`src/sv/pwpm_pkg.sv`:
```
package pwpm_pkg;

    localparam int NUM_BITS = 32;
    localparam int CFG_INDEX_BITS = 2;

    localparam logic [NUM_BITS-1:0] VOLTAGE_NUM_RESET = 32'd165732000;
    localparam logic [NUM_BITS-1:0] POWER_NUM_RESET = 32'd2097540000;

    typedef enum logic [CFG_INDEX_BITS-1:0] {
        CFG_VOLTAGE_NUM = 2'd0,
        CFG_POWER_NUM   = 2'd1
    } t_cfg_index;

    localparam logic KIND_VOLTAGE = 1'b0;
    localparam logic KIND_POWER = 1'b1;

    typedef struct packed {
        logic start;
        logic take;
    } t_div_ctl;

    typedef struct packed {
        logic busy;
        logic done;
    } t_div_sts;

endpackage

```
`src/sv/pwpm_div.sv`:
```
module pwpm_div #(
    parameter int DIV_BITS = 24
) (
    input  logic                           i_clk,
    input  logic                           i_rst_n,
    input  pwpm_pkg::t_div_ctl             i_ctl,
    input  logic [pwpm_pkg::NUM_BITS-1:0]  i_numerator,
    input  logic [DIV_BITS-1:0]            i_divisor,
    output pwpm_pkg::t_div_sts             o_sts,
    output logic [pwpm_pkg::NUM_BITS-1:0]  o_quotient
);
    import pwpm_pkg::*;

    localparam int CNT_BITS = $clog2(NUM_BITS);

    typedef enum logic [2:0] {
        S_IDLE = 3'b001,
        S_RUN  = 3'b010,
        S_DONE = 3'b100
    } t_state;

    t_state                r_state, n_state;
    logic [CNT_BITS-1:0]   r_cnt, n_cnt;
    logic [DIV_BITS:0]     r_rem, n_rem;
    logic [NUM_BITS-1:0]   r_quo, n_quo;
    logic [DIV_BITS-1:0]   r_den, n_den;

    logic [DIV_BITS:0]     w_shift;
    logic [DIV_BITS+1:0]   w_diff;

    // One quotient bit per cycle, restoring division.
    assign w_shift = {r_rem[DIV_BITS-1:0], r_quo[NUM_BITS-1]};
    assign w_diff = {1'b0, w_shift} - {2'b00, r_den};

    always_comb begin
        n_state = r_state;
        n_cnt = r_cnt;
        n_rem = r_rem;
        n_quo = r_quo;
        n_den = r_den;
        unique case (r_state)
            S_IDLE: begin
                if (i_ctl.start) begin
                    n_state = S_RUN;
                    n_cnt = CNT_BITS'(NUM_BITS - 1);
                    n_rem = '0;
                    n_quo = i_numerator;
                    n_den = i_divisor;
                end
            end
            S_RUN: begin
                if (w_diff[DIV_BITS+1]) begin
                    n_rem = w_shift;
                    n_quo = {r_quo[NUM_BITS-2:0], 1'b0};
                end else begin
                    n_rem = w_diff[DIV_BITS:0];
                    n_quo = {r_quo[NUM_BITS-2:0], 1'b1};
                end
                if (r_cnt == '0) begin
                    n_state = S_DONE;
                end else begin
                    n_cnt = r_cnt - 1'b1;
                end
            end
            S_DONE: begin
                if (i_ctl.take) begin
                    n_state = S_IDLE;
                end
            end
            default: n_state = S_IDLE;
        endcase
    end

    always_ff @(posedge i_clk) begin
        if (!i_rst_n) begin
            r_state <= S_IDLE;
        end else begin
            r_state <= n_state;
        end
        r_cnt <= n_cnt;
        r_rem <= n_rem;
        r_quo <= n_quo;
        r_den <= n_den;
    end

    assign o_sts.busy = (r_state == S_RUN);
    assign o_sts.done = (r_state == S_DONE);
    assign o_quotient = r_quo;

endmodule

```
`src/sv/pulse_width_power_meter.sv`:
```
// An input beat that completes a pulse starts a bit-serial division; input is held off
// until its reading has moved from the divider's done state into the output register.
// Other beats start no division; while none is pending a new beat may follow every cycle.
// A finished reading waits in an output register while further beats are taken.
// Synchronous active-low reset restores the register defaults and rearms on voltage.
module pulse_width_power_meter #(
    parameter int COUNT_BITS = 24
) (
    input  logic                                  i_clk,
    input  logic                                  i_rst_n,
    input  logic                                  i_valid,
    output logic                                  o_ready,
    input  logic                                  i_voltage_pulse_level,
    input  logic                                  i_power_pulse_level,
    output logic                                  o_valid,
    input  logic                                  i_ready,
    output logic                                  o_reading_kind,
    output logic [pwpm_pkg::NUM_BITS-1:0]         o_reading_value,
    input  logic                                  i_cfg_we,
    input  logic [pwpm_pkg::CFG_INDEX_BITS-1:0]   i_cfg_index,
    input  logic [pwpm_pkg::NUM_BITS-1:0]         i_cfg_data
);
    import pwpm_pkg::*;

    logic [NUM_BITS-1:0]   r_vnum, r_pnum;
    logic                  r_sel, r_in_pulse;
    logic [1:0]            r_prev;
    logic [COUNT_BITS-1:0] r_high, n_high;
    logic                  n_sel, n_in_pulse;
    logic                  r_pend_kind;
    logic                  r_out_valid;
    logic                  r_out_kind;
    logic [NUM_BITS-1:0]   r_out_value;

    logic [1:0]            w_levels;
    logic                  w_accept, w_now, w_before, w_fire;
    t_div_ctl              w_ctl;
    t_div_sts              w_sts;
    logic [NUM_BITS-1:0]   w_quotient;

    assign w_levels = {i_power_pulse_level, i_voltage_pulse_level};
    assign o_ready = !w_sts.busy && !w_sts.done;
    assign w_accept = i_valid && o_ready;
    assign w_now = w_levels[r_sel];
    assign w_before = r_prev[r_sel];
    assign w_fire = w_accept && r_in_pulse && !w_now && (r_high != '0);

    always_comb begin
        n_sel = r_sel;
        n_in_pulse = r_in_pulse;
        n_high = r_high;
        if (!r_in_pulse) begin
            if (w_now && !w_before) begin
                n_in_pulse = 1'b1;
                n_high = COUNT_BITS'(1);
            end
        end else if (w_now) begin
            if (r_high != '1) begin
                n_high = r_high + 1'b1;
            end
        end else begin
            n_in_pulse = 1'b0;
            n_high = '0;
            if (r_high != '0) begin
                n_sel = !r_sel;
            end
        end
    end

    assign w_ctl.start = w_fire;
    assign w_ctl.take = w_sts.done && (!r_out_valid || i_ready);

    pwpm_div #(
        .DIV_BITS (COUNT_BITS)
    ) u_div (
        .i_clk       (i_clk),
        .i_rst_n     (i_rst_n),
        .i_ctl       (w_ctl),
        .i_numerator (r_sel ? r_pnum : r_vnum),
        .i_divisor   (r_high),
        .o_sts       (w_sts),
        .o_quotient  (w_quotient)
    );

    always_ff @(posedge i_clk) begin
        if (!i_rst_n) begin
            r_vnum <= VOLTAGE_NUM_RESET;
            r_pnum <= POWER_NUM_RESET;
            r_sel <= KIND_VOLTAGE;
            r_in_pulse <= 1'b0;
            r_prev <= 2'b00;
            r_high <= '0;
            r_out_valid <= 1'b0;
        end else begin
            if (i_cfg_we) begin
                if (i_cfg_index == CFG_VOLTAGE_NUM) begin
                    r_vnum <= i_cfg_data;
                end else if (i_cfg_index == CFG_POWER_NUM) begin
                    r_pnum <= i_cfg_data;
                end
            end
            if (w_accept) begin
                r_sel <= n_sel;
                r_in_pulse <= n_in_pulse;
                r_high <= n_high;
                r_prev <= w_levels;
            end
            if (w_ctl.take) begin
                r_out_valid <= 1'b1;
            end else if (i_ready) begin
                r_out_valid <= 1'b0;
            end
        end
        if (w_fire) begin
            r_pend_kind <= r_sel;
        end
        if (w_ctl.take) begin
            r_out_kind <= r_pend_kind;
            r_out_value <= w_quotient;
        end
    end

    assign o_valid = r_out_valid;
    assign o_reading_kind = r_out_kind;
    assign o_reading_value = r_out_value;

endmodule
```
`config.mk`:
```
export PLATFORM = sky130hd
export DESIGN_NAME = pulse_width_power_meter
export DESIGN_NICKNAME = d
export VERILOG_FILES = /design/src/sv/pwpm_pkg.sv /design/src/sv/pwpm_div.sv /design/src/sv/pulse_width_power_meter.sv
export SDC_FILE = /design/constraint.sdc
export NUM_CORES = 1
export LEC_CHECK = 0
export ABC_AREA = 1
export BUFFER_PORTS_ARGS = -buffer_cell sky130_fd_sc_hd__buf_2
export CAP_MARGIN = 30
export CORE_MARGIN = 3
export CORE_UTILIZATION = 55
export CTS_BUF_LIST = sky130_fd_sc_hd__clkbuf_4
export CTS_CLUSTER_SIZE = 28
export DETAILED_ROUTE_END_ITERATION = 8
export PLACE_DENSITY_LB_ADDON = 0.3
export SLEW_MARGIN = 20
export SYNTH_ARGS = -nofsm -noshare
export SYNTH_HDL_FRONTEND = slang
export SYNTH_HIERARCHICAL = 1
export SYNTH_SLANG_ARGS = --single-unit
```
`constraint.sdc`:
```
create_clock -name i_clk -period 7.1 [get_ports i_clk]
set_input_delay 0.355 -clock i_clk [delete_from_list [all_inputs] [get_ports i_clk]]
set_output_delay 0.355 -clock i_clk [all_outputs]
set_load 0.01 [all_outputs]
```
==> results of run 1 <==
-- critical path: stages, from the launching register on --
cell,delay (ps)
sky130_fd_sc_hd__dfxtp_1,350
sky130_fd_sc_hd__nor3_4,190
sky130_fd_sc_hd__buf_4,560
sky130_fd_sc_hd__inv_2,420
sky130_fd_sc_hd__nand2_2,160
sky130_fd_sc_hd__buf_4,600
-- cells in the mapped netlist (all sizes together) (12+ instances only) --
library cell  count
edfxtp          119
o21ai            99
nand2           481
buf              12
inv             207
clkbuf           34
nand4            18
nor2            185
dfxtp            96
nand3            66
ha               27
a21oi            58
o211ai           13
-- power by group --
part,internal [mW],switching (mW),total [mW]
Sequential,1.33,0.0106,1.34
Combinational,0.0576,0.0986,0.156
Clock,0.586,0.499,1.08
-- state kept, by name (all words and copies together) (netlist names), 2 cells and up --
signal / count
u_div/r_cnt: 5
r_pnum: 32
r_high: 24
r_prev: 2
u_div/r_rem: 24
u_div/r_den: 24
o_reading_value: 32
u_div/o_quotient: 32
u_div/r_state: 3
r_vnum: 32
-- path summary, 6_finish.rpt --
| check | start | end | slack, ps | depth (start not counted) |
|---|---|---|---|---|
| setup / recovery | u_div/r_state[2] | u_div/r_rem[14] | 4400 | 5 |
| hold reg to reg | r_vnum[25] | r_vnum[25] | 450 | 2 |
| setup reg to reg | u_div/r_state[2] | u_div/r_rem[14] | 4400 | 5 |
| hold / removal | i_valid | r_prev[1] | 100 | 3 |
-- layer usage --
metal | GRT usage | wire, um
met5 | 0 | 0
met4 | 0.0725 | 536
met3 | 0.0436 | 2030
met2 | 0.357 | 11400
met1 | 0.367 | 12400
-- cell type report --
cell class	instances	area [um^2]	area share
well taps	265	332	0.0259
clock buffers	85	638	0.0498
inverters	210	793	0.0619
diodes	1	2.50	0.000195
flip-flops and latches	215	5500	0.429
clock inverters	19	109	0.00849
repair buffers	118	813	0.0635
multi-input cells	981	4630	0.361
-- cell families (layout without fill, tap and decap cells) --
family	count (synthesis)	in the layout
AND/OR/NAND/NOR	768	768
buffers and inverters	256	432
flip-flops	215	215
AO/OA/AOI/OAI	174	174
adder cells (fa/ha/maj)	28	28
XOR/XNOR	11	11
other	0	1
-- through the flow --
step	hold slack (ps)	area [um^2]	total power, mW	util	cells
2_1_floorplan	400	11100	1.46	-	1452
3_3_place_gp	434	11700	1.50	0.594	1752
3_5_place_dp	435	11700	1.50	0.596	1754
4_1_cts	44.2	12800	2.61	0.652	1893
5_1_grt	89.5	12800	2.70	0.652	1894
6_report	98.4	12800	2.58	0.652	1894
==> key figures, run 1 <==
Status
  – Status: finished, final reports clean

Routing
  – Post-DR wirelength/cell: 13.9 um
  – Total number of vias: 9722
  – Via-per-instance ratio: 5.13
  – Violation count after the first detailed-route iteration: 1017
  – Number of remaining DRC errors: 0
  – ANT nets after route: 0
  – Routed WL: 26400 um
  – Detailed-router iteration count before antenna repair: 6

Floorplanning
  – Initial standard-cell utilization of the core: 0.566
  – Die area: 0.0220 mm^2
  – Floorplan core area: 0.0197 mm^2
  – Placement row count: 51
  – I/O pin cnt: 76
  – Height of the die: 148 um
  – Horizontal extent of the die: 148 um

Yosys
  – Main combinational cell family by area after synthesis: simple AND/OR/NAND/NOR gates
  – Share of synthesized cell area in full adder, half adder and majority cells: 0.0322
  – Biggest area consumer among synthesized cells: sky130_fd_sc_hd__edfxtp_1
  – Synth top area cells: sky130_fd_sc_hd__edfxtp_1 (32%), sky130_fd_sc_hd__dfxtp_1 (17%), sky130_fd_sc_hd__nand2_1 (16%), sky130_fd_sc_hd__inv_1 (6.7%), sky130_fd_sc_hd__nor2_1 (5.6%)
  – Count of flip-flops with a built-in enable after synthesis: 119
  – Most used flip-flop cell after synthesis: sky130_fd_sc_hd__edfxtp_1
  – Yosys warning count: 6
  – Post-synthesis average cell area: 7.66 um^2
  – Post-Synth Simple-Gate Area: 0.288
  – Multiplexer fraction of the synthesized cell area: 0
  – Mapped cell area: 0.0111 mm^2
  – Compound-gate portion of the synthesized area: 0.0853
  – Fraction of registers with async set or reset after synthesis: 0
  – Share of the yosys chip area belonging to registers: 0.494
  – Cells after synthesis: 1452
  – Yosys top cell area share: 0.321
  – Post-Synthesis Net Count: 1521
  – Netlist cell types: 43
  – Share of the synthesized netlist area taken by xor and xnor gates: 0.00866
  – #FFs+latches synth: 215

Clock network
  – Clock root buffer master: sky130_fd_sc_hd__clkbuf_4
  – CTS H-Tree Depth: 2
  – Hold-fix buffer count after cts: 35
  – Clock-pin transition on the worst setup and hold timing paths: 70 ps
  – Worst-Skew Late Latency: 680 ps
  – Total CTS buffers: 56
  – Clock tree from TritonCTS: done
  – Number of sinks on the clock net: 215
  – Post-cts repair resize count: 0
  – Buffer levels on the longest clock path: 3
  – Buffer count from post-CTS setup fixing: 0

GRT
  – Vias in the first global route: 8844
  – First-pass GRT wire length: 43200 um
  – All-Layer GR Usage: 0.242
  – Antenna violations before repair: 1
  – Total gr overflow: 0
  – Pin count of the biggest net entering global routing: 85

Timing
  – Unrepaired setup endpoints after global routing: no
  – Measured slew at the worst slew-check pin: 853 ps
  – Final Max Tran Viols: 0
  – Number of setup violations in the final report: 0
  – Fmax: 370 MHz
  – Number of endpoints with negative hold slack in the final report: 0
  – Final total negative setup slack: 0 ps
  – Worst clock skew on the final layout: 56.9 ps
  – Final worst-path setup slack: 4400 ps
  – Post-layout min period: 2700 ps
  – Crit share post-route: 0.381
  – Headroom to the max-slew limit: 0.431

Critical path
  – CP endpoint kind: flip-flop
  – Crit Path Max Fanout: 63
  – Type of origin of the critical path: flip-flop
  – WS Path Type: flip-flop to flip-flop
  – Data required time at the worst endpoint: 7350 ps
  – Data arrival, critical path: 2950 ps

Final layout
  – Number of fill cells in the layout: 1728
  – Final-stage net count: 1651
  – Most common cell after layout, fill and taps aside: sky130_fd_sc_hd__nand2_1
  – Fraction of layout instances using a drive strength above 1: 0.143
  – Layout-stage area growth over the synthesis result: 15.2%
  – Commonest cells after routing, fill and taps aside: sky130_fd_sc_hd__nand2_1 (466), sky130_fd_sc_hd__inv_1 (198), sky130_fd_sc_hd__nor2_1 (164)

Power
  – Pwr per Cell Area: 201 mW/mm^2
  – Worst vdd ir: 139 uV
  – Pleak: 5.80 nW

Min path
  – Tightest Hold Check Type: input pin to flip-flop

Placed design
  – Worst slack at placement: 4440 ps
  – Global placer's final weighted congestion: 0.905
  – Estimated wirelength of the detail-placed design: 18200 um
  – Number of buffers added on ports: 75

Job
  – Max Cap Violations: 0
No activity file was read; power rests on OpenSTA's default activity.
==> run 2, diff against run 1 <==
==> constraint.sdc (replaced) <==
create_clock -name i_clk -period 2.78 [get_ports i_clk]
set_input_delay 0.139 -clock i_clk [delete_from_list [all_inputs] [get_ports i_clk]]
set_output_delay 0.139 -clock i_clk [all_outputs]
set_load 0.01 [all_outputs]
==> key figures, run 2 (same netlist as run 1, synthesis figures left out) <==
Status
  – Status: finished, final reports clean

Final layout
  – Final-stage net count: 1670 (+1.2%)
  – Area taken by multi-input logic gates: 0.00464 mm^2 (+0.11%)
  – Register cell area after layout: 0.00550 mm^2 (unchanged)
  – Post-Layout Inst Area: 0.0129 mm^2 (+0.79%)
  – Fraction of layout instances using a drive strength above 1: 0.142 (-0.000520)
  – Number of fill cells in the layout: 1700 (-1.6%)
  – Commonest cells after routing, fill and taps aside: sky130_fd_sc_hd__nand2_1 (466), sky130_fd_sc_hd__inv_1 (198), sky130_fd_sc_hd__nor2_1 (164)
  – Most common cell after layout, fill and taps aside: sky130_fd_sc_hd__nand2_1
  – Layout-stage area growth over the synthesis result: 16.1%

Timing
  – Unrepaired setup endpoints after global routing: no
  – Worst clock skew on the final layout: 54.8 ps (-2.12 ps)
  – Number of endpoints with negative hold slack in the final report: 0 (unchanged)
  – Final total negative setup slack: 0 ps (unchanged)
  – Post-layout min period: 2470 ps (-230 ps)
  – Final worst-path setup slack: 308 ps (-4090 ps)
  – Fmax: 405 MHz (+9.3%)
  – Headroom to the max-slew limit: 0.462 (+0.0309)
  – Crit share post-route: 0.889 (+0.509)
  – Final Max Tran Viols: 0 (unchanged)
  – Number of setup violations in the final report: 0 (unchanged)
  – Measured slew at the worst slew-check pin: 807 ps (-45.5 ps)

Placed design
  – Estimated wirelength of the detail-placed design: 18900 um (+4.2%)
  – Global placer's final weighted congestion: 0.958 (+5.9%)
  – Number of buffers added on ports: 75 (unchanged)
  – Worst slack at placement: 482 ps (-3960 ps)
  – Placed standard-cell area: 0.0118 mm^2 (+0.36%)

GRT
  – Total gr overflow: 0 (unchanged)
  – Vias in the first global route: 9092 (+2.8%)
  – First-pass GRT wire length: 44800 um (+3.8%)
  – All-Layer GR Usage: 0.251 (+0.00862)
  – Pin count of the biggest net entering global routing: 84 (-1.2%)
  – Antenna violations before repair: 1 (unchanged)

Critical path
  – Worst reg2reg path endpoint: r_prev[1]
  – Largest stage delay, worst path: 620 ps (+20 ps)
  – FF-to-FF Start: u_div/r_state[2]
  – Data required time at the worst endpoint: 3380 ps (-3970 ps)
  – Data arrival, critical path: 3070 ps (+120 ps)
  – Critical path, cell by cell: nand2_1, nor2_1, nor2_1, nand2_1, o21ai_0, dlygate4sd3_1, a21oi_1, dlygate4sd3_1
  – Reg2reg path depth: 8 (+3)
  – CP endpoint kind: flip-flop
  – Flop-to-flop setup slack: 310 ps (-4090 ps)
  – Type of origin of the critical path: flip-flop
  – WS Path Type: flip-flop to flip-flop
  – Slowest-stage cell, CP: sky130_fd_sc_hd__dlygate4sd3_1
  – Crit Path Max Fanout: 5 (-92%)
  – Critical Path Start: u_div/r_state[2]

Routing
  – Violation count after the first detailed-route iteration: 1096 (+7.8%)
  – Routed WL: 27700 um (+5.2%)
  – ANT nets after route: 0 (unchanged)
  – Detailed-router iteration count before antenna repair: 6 (unchanged)
  – Via-per-instance ratio: 5.13 (about the same)
  – Number of remaining DRC errors: 0 (unchanged)
  – Total number of vias: 9784 (+0.64%)
  – Post-DR wirelength/cell: 14.6 um (+4.5%)

Power
  – Pwr per Cell Area: 494 mW/mm^2 (+150%)
  – Pleak: 5.83 nW (+0.58%)
  – Worst vdd ir: 292 uV (+110%)

Floorplanning
  – Placement row count: 51 (unchanged)
  – Horizontal extent of the die: 148 um (unchanged)
  – Die area: 0.0220 mm^2 (unchanged)
  – Floorplan core area: 0.0197 mm^2 (unchanged)
  – I/O pin cnt: 76 (unchanged)
  – Height of the die: 148 um (unchanged)
  – Initial standard-cell utilization of the core: 0.566 (unchanged)

Clock network
  – Number of sinks on the clock net: 215 (unchanged)
  – CTS H-Tree Depth: 2 (unchanged)
  – Clock-pin transition on the worst setup and hold timing paths: 70 ps (about the same)
  – Clock tree from TritonCTS: done
  – Buffer count from post-CTS setup fixing: 0 (unchanged)
  – Worst-Skew Late Latency: 690 ps (about the same)
  – Total CTS buffers: 54 (-3.6%)
  – Clock root buffer master: sky130_fd_sc_hd__clkbuf_4
  – Buffer levels on the longest clock path: 3 (unchanged)

Min path
  – Worst Hold Launch: i_cfg_index[0]
  – WHS Path Cells: 6 (+3)
  – Tightest Hold Check Type: input pin to flip-flop
  – Worst Hold Path EP: r_pnum[7]

Job
  – Max Cap Violations: 0 (unchanged)
run 2: how the worst max path moves through the flow:
stage / slack (ps) / endpoint
global placement: 530 / u_div/o_quotient[19]
CTS: 350 / r_prev[1]
finish: 310 / r_prev[1]
floorplan: 210 / u_div/r_den[0]
global route: 90 / r_prev[1]
detailed placement: 480 / u_div/r_rem[3]
run 2: metal layers:
layer	vias up	share of wire	GRT usage
li1	4937	-	-
met1	4422	0.47	0.375
met2	365	0.43	0.372
met3	60	0.072	0.0481
met4	0	0.023	0.0762
met5	-	0	0
run 2: cell type report:
class                           instances  area share
Clock inverter                         19     0.00678
Tap cell                              265      0.0257
Antenna cell                            1    0.000194
Multi-Input combinational cell        981       0.359
Clock buffer                           77      0.0448
Timing Repair Buffer                  139      0.0767
Sequential cell                       215       0.426
Inverter                              210      0.0614
run 2: timing repair:
item,4_1_cts,5_1_grt
hold endpoints to repair,75,0
resized for setup,0,0
hold buffers,49,0
run 2: through the flow:
stage / utilization / total power [mW] / std cells / hold slack [ps]
after floorplan: - / 3.73 / 1452 / 223
after global placement: 0.598 / 3.84 / 1761 / 363
after detailed placement: 0.598 / 3.85 / 1761 / 370
after CTS: 0.657 / 6.44 / 1906 / 56.7
after global routing: 0.657 / 6.67 / 1907 / 128
final: 0.657 / 6.38 / 1907 / 117
run 2: worst max-delay path, delay by kind of cell, from the launching register on:
family | cells | cell delay [ps]
buffers and inverters | 2 | 1170
and+or+nand+nor | 4 | 580
DFF | 1 | 420
AOI/OAI and AO/OA | 2 | 220
run 2: power by group:
part	switching, mW	internal, mW
logic	0.261	0.161
clock network	1.26	1.29
registers	0.0269	3.39
==> run 3, diff against run 2 <==
--- a/config.mk
+++ b/config.mk
@@ -14,8 +14,8 @@
 export CTS_CLUSTER_SIZE = 28
 export DETAILED_ROUTE_END_ITERATION = 8
 export PLACE_DENSITY_LB_ADDON = 0.3
+export SKIP_CTS_REPAIR_TIMING = 1
 export SLEW_MARGIN = 20
 export SYNTH_ARGS = -nofsm -noshare
 export SYNTH_HDL_FRONTEND = slang
-export SYNTH_HIERARCHICAL = 1
 export SYNTH_SLANG_ARGS = --single-unit
==> key figures, run 3 <==
Yosys
  – Most frequently used cell type in the post-synthesis netlist: sky130_fd_sc_hd__nand2_1
  – Share of the yosys chip area belonging to registers: 0.506 (+0.0118)
  – Top cells by instance count after synthesis: sky130_fd_sc_hd__nand2_1 (415), sky130_fd_sc_hd__nor2_1 (170), sky130_fd_sc_hd__inv_1 (161)
  – Fraction of registers with async set or reset after synthesis: 0 (unchanged)
  – Biggest area consumer among synthesized cells: sky130_fd_sc_hd__edfxtp_1
  – Synth top area cells: sky130_fd_sc_hd__edfxtp_1 (33%), sky130_fd_sc_hd__dfxtp_1 (18%), sky130_fd_sc_hd__nand2_1 (14%), sky130_fd_sc_hd__nor2_1 (5.9%), sky130_fd_sc_hd__inv_1 (5.6%)
  – Netlist cell types: 42 (-2.3%)
  – #FFs+latches synth: 215 (unchanged)
  – Post-Synthesis Net Count: 1433 (-5.8%)
  – Count of flip-flops with a built-in enable after synthesis: 119 (unchanged)
  – Post-synthesis average cell area: 7.98 um^2 (+4.1%)
  – Yosys top cell area share: 0.329 (+0.00765)
  – Cells after synthesis: 1363 (-6.1%)
  – Mapped cell area: 0.0109 mm^2 (-2.3%)
  – Most used flip-flop cell after synthesis: sky130_fd_sc_hd__edfxtp_1
  – Yosys warning count: 0 (-6)

Final layout
  – Inserted Diodes: 0 (-1)
  – Final-stage net count: 1575 (-5.7%)
  – Post-Layout Inst Area: 0.0126 mm^2 (-2.6%)
  – Final Non-Filler Cells: 1808 (-5.2%)
  – Layout-stage area growth over the synthesis result: 15.8%
  – Fraction of layout instances using a drive strength above 1: 0.148 (+0.00595)
  – Most common cell after layout, fill and taps aside: sky130_fd_sc_hd__nand2_1
  – Post-route core utilization: 0.659 (+0.00223)
  – Commonest cells after routing, fill and taps aside: sky130_fd_sc_hd__nand2_1 (414), sky130_fd_sc_hd__nor2_1 (169), sky130_fd_sc_hd__inv_1 (160)

Critical path
  – Reg2reg path depth: 10 (+2)
  – Worst reg2reg path endpoint: u_div.r_rem[13]
  – FF-to-FF Start: u_div.r_rem[20]
  – CP endpoint kind: flip-flop
  – Kind of cell adding the most delay to the critical path: simple AND/OR/NAND/NOR gates
  – Critical Path Start: u_div.r_rem[20]
  – Buffers plus inverters on the worst setup path: 1 (-1)
  – Largest stage delay, worst path: 430 ps (-190 ps)
  – Critical path, cell by cell: ha_1, nand2_1, nor3_1, nand2_1, nor2_2, nand2_4, nand2_8, inv_6, nor2_1, nor2_1
  – Crit Path Max Fanout: 25 (+20)
  – Flop-to-flop setup slack: 340 ps (+30 ps)
  – Worst Setup EP: u_div.r_rem[13]
  – WS Path Type: flip-flop to flip-flop
  – Data required time at the worst endpoint: 3160 ps (-220 ps)
  – Type of origin of the critical path: flip-flop
  – Slowest-stage cell, CP: sky130_fd_sc_hd__ha_1
  – Count of cell instances traversed by the critical path: 10 (+2)
  – Data arrival, critical path: 2820 ps (-250 ps)

Power
  – Seq pwr share: 0.537 (about the same)
  – Pwr per Cell Area: 509 mW/mm^2 (+3.0%)
  – Pleak: 5.58 nW (-4.3%)
  – Net switching fraction of the power: 0.243 (+0.000797)
  – Internal power consumption: 4.85 mW (+0.19%)
  – Switching power of the nets: 1.55 mW (+0.62%)
  – Clock share of power: 0.396 (-0.002)
  – Comb pwr share: 0.067 (about the same)
  – Worst vdd ir: 366 uV (+25%)

Clock network
  – Clock tree from TritonCTS: done
  – CTS H-Tree Depth: 2 (unchanged)
  – Clock-pin transition on the worst setup and hold timing paths: 70 ps (about the same)
  – Worst-Skew Late Latency: 660 ps (-30 ps)
  – Buffer levels on the longest clock path: 3 (unchanged)
  – Clock root buffer master: sky130_fd_sc_hd__clkbuf_4
  – Total CTS buffers: 52 (-3.7%)
  – Number of sinks on the clock net: 215 (unchanged)

Timing
  – Number of setup violations in the final report: 0 (unchanged)
  – Final worst-path setup slack: 337 ps (+28.6 ps)
  – Fmax: 409 MHz (+1.2%)
  – Headroom to the max-slew limit: 0.496 (+0.0341)
  – Final total negative setup slack: 0 ps (unchanged)
  – Final Max Tran Viols: 0 (unchanged)
  – Unrepaired setup endpoints after global routing: no
  – Post-layout min period: 2440 ps (-28.6 ps)
  – Number of endpoints with negative hold slack in the final report: 0 (unchanged)
  – Crit share post-route: 0.879 (-0.0103)
  – Worst clock skew on the final layout: 37.9 ps (-16.8 ps)
  – Measured slew at the worst slew-check pin: 755 ps (-51.9 ps)

Routing
  – Post-DR wirelength/cell: 14.5 um (-0.67%)
  – Number of remaining DRC errors: 0 (unchanged)
  – Violation count after the first detailed-route iteration: 849 (-23%)
  – Detailed-router iteration count before antenna repair: 5 (-1)
  – Routed WL: 26100 um (-5.8%)
  – Total number of vias: 9425 (-3.7%)
  – Via-per-instance ratio: 5.21 (+1.6%)
  – ANT nets after route: 0 (unchanged)

GRT
  – Pin count of the biggest net entering global routing: 72 (-14%)
  – All-Layer GR Usage: 0.234 (-0.0167)
  – Total gr overflow: 0 (unchanged)
  – First-pass GRT wire length: 41800 um (-6.7%)
  – Vias in the first global route: 8626 (-5.1%)
  – Antenna violations before repair: 0 (-1)

Placed design
  – Number of placed cells counting well taps: 1670 (-5.2%)
  – Number of buffers added on ports: 75 (unchanged)
  – Estimated wirelength of the detail-placed design: 17100 um (-9.9%)
  – Worst slack at placement: 441 ps (-40.6 ps)
  – Global placer's final weighted congestion: 0.904 (-5.6%)
  – Placed standard-cell area: 0.0115 mm^2 (-2.1%)

Job
  – Max Cap Violations: 0 (unchanged)

Status
  – Status: finished, final reports clean

Floorplanning
  – Height of the die: 147 um (-1.1%)
  – Die area: 0.0215 mm^2 (-2.2%)
  – I/O pin cnt: 76 (unchanged)
  – Initial standard-cell utilization of the core: 0.570 (+0.00343)
  – Floorplan core area: 0.0191 mm^2 (-2.9%)
  – Placement row count: 50 (-2.0%)
  – Horizontal extent of the die: 147 um (-1.1%)

Min path
  – Tightest Hold Check Type: input pin to flip-flop
==> run 3: changes by cell type after synthesis, moves of 7 or more <==
cell,before,now
sky130_fd_sc_hd__a31oi_1,0,32
sky130_fd_sc_hd__inv_1,198,161
sky130_fd_sc_hd__nand2_1,467,415
sky130_fd_sc_hd__nand3_1,62,79
sky130_fd_sc_hd__nor2_2,18,10
sky130_fd_sc_hd__nor3_1,7,14
sky130_fd_sc_hd__o211ai_1,13,0
sky130_fd_sc_hd__o21ai_0,78,46
sky130_fd_sc_hd__o21ai_1,19,6
==> run 3: stage by stage <==
stage	total power, mW	hold WS [ps]
2_1_floorplan	3.76	252
3_3_place_gp	3.87	352
5_1_grt	6.69	70.1
6_report	6.40	93.9
3_5_place_dp	3.88	355
4_1_cts	6.40	-348
==> run 3: per-layer routing <==
layer | up-vias | track usage | share of wire
met3 | 35 | 0.0453 | 0.067
met4 | 0 | 0.0668 | 0.014
met1 | 4353 | 0.331 | 0.46
met2 | 323 | 0.369 | 0.46
met5 | - | 0 | 0
li1 | 4714 | - | -
==> run 3: worst min path at each step <==
stage / slack [ps] / depth (start not counted) / startpoint / to
2_1_floorplan: 250 / 2 / i_cfg_data[11] / r_pnum[11]
3_3_place_gp: 350 / 3 / i_cfg_data[9] / r_pnum[9]
3_5_place_dp: 360 / 3 / i_cfg_data[29] / r_pnum[29]
4_1_cts: -350 / 3 / i_cfg_data[8] / r_pnum[8]
5_1_grt: 70 / 5 / i_cfg_index[0] / r_vnum[14]
6_report: 90 / 5 / i_cfg_index[0] / r_vnum[23]
==> run 3: logic make-up (layout without fill, tap and decap cells) <==
logic type	after synthesis	count (layout)	share of synthesized area
compound gates	138	138	0.0702
fa+ha+maj	29	29	0.0341
flops	215	215	0.506
simple gates	754	754	0.300
buf+inv	215	400	0.0805
xor+xnor	12	12	0.00967
==> run 3: power by group through the flow <==
| stage | Combinational [mW] | Sequential [mW] | Clock (mW) |
|---|---|---|---|
| global route | 0.478 | 3.44 | 2.77 |
| detailed placement | 0.373 | 3.51 | 0 |
| finish | 0.427 | 3.44 | 2.54 |
| floorplan | 0.265 | 3.50 | 0 |
| global placement | 0.363 | 3.50 | 0 |
| CTS | 0.376 | 3.44 | 2.59 |
==> run 3: area by class of cell <==
class,instances,area [um^2]
Clock buffer,77,578
Clock inverter,20,82.6
Fill cell,1594,6500
Inverter,172,656
Multi-Input combinational cell,933,4520
Sequential cell,215,5500
Tap cell,260,325
Timing Repair Buffer,131,931
==> run 3: worst register-to-register path: stages, from the launching register on <==
cell	delay, ps
sky130_fd_sc_hd__edfxtp_1	410
sky130_fd_sc_hd__ha_1	430
sky130_fd_sc_hd__nand2_1	150
sky130_fd_sc_hd__nor3_1	250
sky130_fd_sc_hd__nand2_1	140
sky130_fd_sc_hd__nor2_2	170
sky130_fd_sc_hd__nand2_4	120
sky130_fd_sc_hd__nand2_8	200
sky130_fd_sc_hd__inv_6	130
sky130_fd_sc_hd__nor2_1	110
sky130_fd_sc_hd__nor2_1	60
